===== config.mk =====
export PLATFORM = sky130hd
export DESIGN_NAME = bba_ctrl
export DESIGN_NICKNAME = d
export VERILOG_FILES = /design/src/hw/rtl/buddy_block_allocator_defines.svh /design/src/hw/rtl/bba_pkg.sv /design/src/hw/rtl/bba_ctrl.sv
export SDC_FILE = /design/constraint.sdc
export NUM_CORES = 1
export LEC_CHECK = 0
export ABC_CLOCK_PERIOD_IN_PS = 1900
export BUFFER_PORTS_ARGS = -buffer_cell sky130_fd_sc_hd__buf_2
export CAP_MARGIN = 10
export CORE_AREA = 2 2 57 59
export CTS_CLUSTER_SIZE = 10
export DETAILED_ROUTE_END_ITERATION = 8
export DIE_AREA = 0 0 59 61
export GPL_ROUTABILITY_DRIVEN = 0
export MAX_ROUTING_LAYER = met4
export PLACE_DENSITY = 0.69
export SLEW_MARGIN = 20
export SYNTH_ARGS = -nofsm -noshare
export SYNTH_HDL_FRONTEND = slang
export SYNTH_SLANG_ARGS = --single-unit

===== constraint.sdc =====
create_clock -name clk_i -period 1.9 [get_ports clk_i]
set_clock_uncertainty 0.05 [all_clocks]
set_input_delay 0 -clock clk_i [delete_from_list [all_inputs] [get_ports clk_i]]
set_output_delay 0 -clock clk_i [all_outputs]
set_load 0.01 [all_outputs]

===== src/hw/rtl/buddy_block_allocator_defines.svh =====
// Assertion macros used by the buddy allocator top level.
`ifndef BUDDY_BLOCK_ALLOCATOR_DEFINES_SVH
`define BUDDY_BLOCK_ALLOCATOR_DEFINES_SVH
// Implication checked on every clock edge outside reset.
`define BBA_ASSERT_IMP(label, clk, rstn, ante, cons) \
  label: assert property (@(posedge clk) disable iff (!rstn) (ante) |-> (cons)) \
    else $error("assertion failed");
// Next-cycle implication checked outside reset.
`define BBA_ASSERT_NXT(label, clk, rstn, ante, cons) \
  label: assert property (@(posedge clk) disable iff (!rstn) (ante) |=> (cons)) \
    else $error("assertion failed");
`endif


===== src/hw/rtl/bba_pkg.sv =====
// Package with the node mark codes, commands and controller interface types.
package bba_pkg;
  localparam logic [1:0] MARK_UNUSED = 2'd0;
  localparam logic [1:0] MARK_FREE   = 2'd1;
  localparam logic [1:0] MARK_SPLIT  = 2'd2;
  localparam logic [1:0] MARK_ALLOC  = 2'd3;
  localparam logic [1:0] CMD_ALLOC = 2'd0;
  localparam logic [1:0] CMD_FREE  = 2'd1;
  localparam logic [1:0] CMD_QUERY = 2'd2;
  localparam logic [1:0] CMD_NONE  = 2'd3;
  // Walk moves; on a result load LEFT picks the start and RIGHT the remaining units.
  localparam logic [1:0] SEL_PARENT = 2'd0;
  localparam logic [1:0] SEL_LEFT   = 2'd1;
  localparam logic [1:0] SEL_RIGHT  = 2'd2;
  localparam logic [1:0] SEL_BUDDY  = 2'd3;
  localparam int unsigned ReqW = 11;
  localparam int unsigned IdxW = 10;

  // Commands from the controller to the datapath.
  typedef struct packed {
    logic load;      // capture the request
    logic clear_wr;  // write one clearing entry
    logic clear_inc; // advance clearing address
    logic rd;        // read the mark at the current address
    logic wr;        // write wr_mark at the current address
    logic [1:0] wr_mark;
    logic go_node;   // move to a chosen node address
    logic [1:0] sel; // parent, left child, right child or buddy
    logic res_ok;    // register a success result
    logic res_fail;  // register a failure result
    logic set_found; // free matched
  } bba_cmd_t;

  // Status from the datapath to the controller.
  typedef struct packed {
    logic clear_done;
    logic [1:0] rd_mark;
    logic is_root;
    logic is_left;
    logic half_fits;  // half span still holds the request
    logic span_fits;
    logic idx_start;  // node start equals the index
    logic idx_in;     // index lies inside the node
    logic idx_right;  // index lies in the right half
    logic found;
  } bba_sts_t;
endpackage


===== src/hw/rtl/bba_ctrl.sv =====
// Controller state machine that walks the tree for each request.
module bba_ctrl
  import bba_pkg::*;
(
  input  logic       clk_i,
  input  logic       rst_ni,
  input  logic       in_valid_i,
  output logic       in_ready_o,
  input  logic [1:0] cmd_code_i,
  input  logic       out_full_i,
  output logic       out_load_o,
  input  bba_sts_t   sts_i,
  output bba_cmd_t   cmd_o
);
  localparam logic [3:0] S_CLEAR = 4'd0;
  localparam logic [3:0] S_IDLE  = 4'd1;
  localparam logic [3:0] S_RD    = 4'd2;
  localparam logic [3:0] S_EVAL  = 4'd3;
  localparam logic [3:0] S_UP    = 4'd4;
  localparam logic [3:0] S_BRD   = 4'd5;
  localparam logic [3:0] S_BEV   = 4'd6;
  localparam logic [3:0] S_SPW   = 4'd7;
  localparam logic [3:0] S_DONE  = 4'd8;
  localparam logic [3:0] S_SPL   = 4'd9;
  localparam logic [3:0] S_SPR   = 4'd10;
  localparam logic [3:0] S_LRD   = 4'd11;
  localparam logic [3:0] S_LEV   = 4'd12;
  localparam logic [3:0] S_MRR   = 4'd13;
  localparam logic [3:0] S_MRC   = 4'd14;
  localparam logic [3:0] S_MRP   = 4'd15;

  logic [3:0] state_q, state_d;
  logic [1:0] op_q, op_d;
  logic       ok_q, ok_d;
  logic       back_q, back_d; // right child of the pair is free

  always_ff @(posedge clk_i or negedge rst_ni) begin
    if (!rst_ni) begin
      state_q <= S_CLEAR;
      op_q    <= CMD_ALLOC;
      ok_q    <= 1'b0;
      back_q  <= 1'b0;
    end else begin
      state_q <= state_d;
      op_q    <= op_d;
      ok_q    <= ok_d;
      back_q  <= back_d;
    end
  end

  assign in_ready_o = (state_q == S_IDLE);

  always_comb begin
    state_d    = state_q;
    op_d       = op_q;
    ok_d       = ok_q;
    back_d     = back_q;
    cmd_o      = '0;
    out_load_o = 1'b0;
    case (state_q)
      S_CLEAR: begin
        cmd_o.clear_wr  = 1'b1;
        cmd_o.clear_inc = 1'b1;
        if (sts_i.clear_done) begin
          cmd_o.clear_wr  = 1'b0;
          cmd_o.clear_inc = 1'b0;
          state_d = S_IDLE;
        end
      end
      S_IDLE: begin
        if (in_valid_i) begin
          cmd_o.load = 1'b1;
          op_d   = cmd_code_i;
          ok_d   = 1'b0;
          back_d = 1'b0;
          state_d = (cmd_code_i == CMD_NONE) ? S_DONE : S_RD;
        end
      end
      S_RD: begin
        cmd_o.rd = 1'b1;
        state_d  = S_EVAL;
      end
      S_EVAL: begin
        // Decide at the current node by its mark.
        if (sts_i.rd_mark == MARK_SPLIT) begin
          cmd_o.go_node = 1'b1;
          if (op_q == CMD_QUERY)
            cmd_o.sel = sts_i.idx_right ? SEL_RIGHT : SEL_LEFT;
          else
            cmd_o.sel = SEL_LEFT;
          state_d = S_RD;
        end else if (op_q == CMD_ALLOC && sts_i.rd_mark == MARK_FREE && sts_i.span_fits) begin
          if (sts_i.half_fits) begin
            cmd_o.wr = 1'b1; cmd_o.wr_mark = MARK_SPLIT;
            state_d = S_SPL;
          end else begin
            cmd_o.wr = 1'b1; cmd_o.wr_mark = MARK_ALLOC;
            ok_d = 1'b1;
            state_d = S_DONE;
          end
        end else if (op_q == CMD_QUERY) begin
          ok_d = (sts_i.rd_mark == MARK_ALLOC) && sts_i.idx_in;
          state_d = S_DONE;
        end else begin
          if (op_q == CMD_FREE && sts_i.rd_mark == MARK_ALLOC && sts_i.idx_start) begin
            cmd_o.wr = 1'b1; cmd_o.wr_mark = MARK_FREE;
            cmd_o.set_found = 1'b1;
          end
          state_d = S_UP;
        end
      end
      S_SPL: begin
        cmd_o.go_node = 1'b1; cmd_o.sel = SEL_RIGHT;
        state_d = S_SPR;
      end
      S_SPR: begin
        // Mark the right child free, then move to the left child.
        cmd_o.wr = 1'b1; cmd_o.wr_mark = MARK_FREE;
        cmd_o.go_node = 1'b1; cmd_o.sel = SEL_BUDDY;
        state_d = S_SPW;
      end
      S_SPW: begin
        // Left child of a fresh split: mark it free, then evaluate it.
        cmd_o.wr = 1'b1; cmd_o.wr_mark = MARK_FREE;
        state_d = S_RD;
      end
      S_UP: begin
        // Leaving a finished subtree: finish at the root, go to the right sibling or climb.
        if (sts_i.is_root) begin
          ok_d = (op_q == CMD_FREE) && sts_i.found;
          state_d = S_DONE;
        end else if (sts_i.is_left) begin
          cmd_o.go_node = 1'b1; cmd_o.sel = SEL_BUDDY;
          state_d = S_RD;
        end else begin
          state_d = S_BRD;
        end
      end
      S_BRD: begin
        cmd_o.rd = 1'b1;
        state_d = S_BEV;
      end
      S_BEV: begin
        // At the right child; a free checks the pair for a merge before climbing.
        if (op_q == CMD_FREE) begin
          cmd_o.go_node = 1'b1; cmd_o.sel = SEL_BUDDY;
          back_d = 1'b0;
          state_d = S_LRD;
        end else begin
          cmd_o.go_node = 1'b1; cmd_o.sel = SEL_PARENT;
          state_d = S_UP;
        end
      end
      S_LRD: begin
        // Read the left child and keep whether the right child is free.
        cmd_o.rd = 1'b1; state_d = S_LEV;
        back_d = (sts_i.rd_mark == MARK_FREE);
      end
      S_LEV: begin
        if (back_q && sts_i.rd_mark == MARK_FREE) begin
          cmd_o.wr = 1'b1; cmd_o.wr_mark = MARK_UNUSED;
          state_d = S_MRR;
        end else begin
          cmd_o.go_node = 1'b1; cmd_o.sel = SEL_PARENT;
          state_d = S_UP;
        end
      end
      S_MRR: begin
        cmd_o.go_node = 1'b1; cmd_o.sel = SEL_BUDDY;
        state_d = S_MRC;
      end
      S_MRC: begin
        cmd_o.wr = 1'b1; cmd_o.wr_mark = MARK_UNUSED;
        cmd_o.go_node = 1'b1; cmd_o.sel = SEL_PARENT;
        state_d = S_MRP;
      end
      S_MRP: begin
        cmd_o.wr = 1'b1; cmd_o.wr_mark = MARK_FREE;
        state_d = S_UP;
      end
      S_DONE: begin
        if (!out_full_i) begin
          out_load_o = 1'b1;
          if (ok_q) begin
            cmd_o.res_ok = 1'b1;
            cmd_o.sel = (op_q == CMD_ALLOC) ? SEL_LEFT :
                        (op_q == CMD_QUERY) ? SEL_RIGHT : SEL_PARENT;
          end else begin
            cmd_o.res_fail = 1'b1;
          end
          state_d = S_IDLE;
        end
      end
      default: state_d = S_IDLE;
    endcase
  end
endmodule


==> flow_summary_export.csv <==
group,metric,value,unit
floorplanning,initial_core_util,0.340,
synth,synth-seq-area-share,0.199,
cts,cts.sinks,8,
sta,tightest_slew,0.327,ns
drt,wl_per_cell,16.5,µm
synth,ys_seq_elements,8,
power,ir_drop,708,µV
layout,mostFrequentLayoutCells,"buf_2 (31), nand2_1 (13), o21ai_0 (11)",
worst_setup_path,crit_fanout,12,
worst_setup_path,cp.arrival,1.74,ns
power,leakagePower,0.581,nW
drt,ant_nets,0,
synth,syn_area,0.00100,mm²
floorplanning,die_w,59,µm
floorplanning,core,0.00295,mm²
drt,vias_per_cell,6.14,
grt,grt_usage,0.205,
layout,fin_util,0.451,
worst_setup_path,worstSetupPathType,"reg2out",
sta,hold_viol_final,0,
cts,cts_buffers,3,
drt,drtIter0Drc,50,
power,power_density,1390,mW/mm²
worst_setup_path,critPathSlowestCell,"dfrtp_2",
synth,synthesis.nets,156,
synth,synth_edf_count,0,
sta,drv_slew,0,
job,cap_violations,0,
worst_setup_path,worstPathRequired,1.85,ns
cts,cts_max_level,1,
placement,placedCellCount,199,
layout,stdcell_count,209,
worst_setup_path,start_kind,"flop",
floorplanning,die_area,0.00360,mm²
synth,synthCells,139,
floorplanning,num_rows,20,
cts,clk_pin_slew_worst_paths,0.07,ns
synth,synth.avg_cell_area,7.23,µm²
layout,layout_commonest_cell,"buf_2",
worst_setup_path,crit_chain,"nor4bb_4, o21ai_0, a21o_1, o211ai_1, buf_2",
sta,min_period,1.79,ns
sta,period_share,0.945,
synth,yosysUniqueCellTypes,49,
cts,clock_path_buffers,2,
grt,first_global_vias,1162,
synth,synthArstFlopShare,1.00,
grt,grt_remaining_overflow,0,
floorplanning,io_pins,32,
grt,antenna_found_initial,0,
layout,diodes,0,
grt,grt_pass1_wl,5.46,mm
grt,grt_start_max_net_pins,22,
worst_setup_path,ff2ff_setup_slack,0.12,ns
worst_setup_path,critPathCaptureType,"primary output",
min_path,min_path_type,"in2async",
layout,num-fill-cells,312,
drt,drtPass1Iterations,5,
synth,synth_warnings,0,
cts,cts_tree,"built",
layout,finalNetCount,195,
sta,slew_headroom,0.780,
floorplanning,die-height,61,µm
power,total_power,1.85,mW
outcome,outcome,"finished, final reports clean",
drt,vias,1283,
sta,rsz0062_at_grt,"true",
placement,dp_hpwl,2.53,mm
synth,synthFlopType,"dfrtp_1",
layout,drive_above_1_share,0.324,
layout,area_delta_synth_final,32.6,%
sta,finalSetupViolations,0,
cts,clk_latency,0.27,ns
sta,setup_tns,0,ns
drt,drt-total-wl,3.45,mm
drt,drc,0,
cts,cts_root_buf,"clkbuf_4",
worst_setup_path,critPathMaxStageDelay,0.50,ns
sta,timing.fmax,557,MHz
placement,io_buffers,31,
==> Yosys cell counts, drive strengths merged (3+ instances only) <==
cell	number	area, µm²
nand2	13	48.8
o21ai	13	65.1
nor2	9	33.8
buf	8	45.0
dfrtp	8	200
a21oi	7	35.0
nand2b	7	51.3
nand3	7	35.0
nor2b	6	37.5
inv	5	18.8
nor3	5	30.0
a31oi	4	25.0
and2	3	18.8
clkbuf	3	11.3
mux2	3	33.8
nor4	3	18.8
==> report_power, final <==
part | internal, mW | switching, mW | total [mW]
clock network | 0.0729 | 0.0734 | 0.146
logic | 0.589 | 0.761 | 1.35
registers | 0.240 | 0.111 | 0.351
==> metal layers <==
layer	share of wire	vias up	wire length, µm	GRT usage
met1	0.41	591	1410	0.277
met2	0.48	76	1640	0.311
li1	-	603	-	-
met4	0.031	0	107	0.0682
met5	0	-	0	-
met3	0.084	13	288	0.0341
==> final timing paths <==
path	startpoint	end	cells after the start
setup / recovery	op_q[1]	cmd_o[4]	5
hold / removal	rst_ni	state_q[1]	2
setup reg to reg	state_q[1]	state_q[3]	6
hold reg to reg	back_q	back_q	1
max in group asynchronous	rst_ni	state_q[3]	2
min in group clk_i	in_valid_i	op_q[0]	3
==> what timing repair did <==
item | CTS | global route
pin swaps | 0 | 4
resized for setup | 2 | 11
setup endpoints to repair | 2 | 2
hold buffers | 3 | 0
buffers inserted | 0 | 4
endpoints found under the hold margin | 10 | 0
==> metrics by stage <==
stage / setup WS, ns / instance area, µm² / hold WS (ns)
floorplan: 0.217 / 1000 / -0.346
global placement: 0.262 / 1200 / -0.191
detailed placement: 0.248 / 1200 / -0.191
CTS: 0.0419 / 1260 / 0.0537
global route: -0.0276 / 1330 / 0.0781
finish: 0.105 / 1330 / 0.0422
==> state kept, by name (all words and copies together) (netlist names) <==
| signal | flops |
|---|---|
| ok_q | 1 |
| state_q | 4 |
| back_q | 1 |
| op_q | 2 |
==> critical path, delay by kind of cell, from the launching register on <==
kind / cells / cell delay (ns)
flip-flops: 1 / 0.50
buffers and inverters: 1 / 0.15
AND/OR/NAND/NOR: 1 / 0.39
AO/OA/AOI/OAI: 3 / 0.44
==> cells by family after synthesis <==
kind of cell | share of synthesized area
AO/OA/AOI/OAI | 0.340
AND/OR/NAND/NOR | 0.344
flip-flops | 0.199
multiplexers | 0.0336
XOR/XNOR | 0.00872
buffers and inverters | 0.0747
==> cell type report <==
cell class	instances	area, µm²	area share
clock buffers	3	22.5	0.0169
inverters	5	18.8	0.0141
multi-input cells	115	767	0.576
flip-flops and latches	8	204	0.153
well taps	33	41.3	0.0310
repair buffers	45	279	0.209
Power figures use the tool's default switching activity.
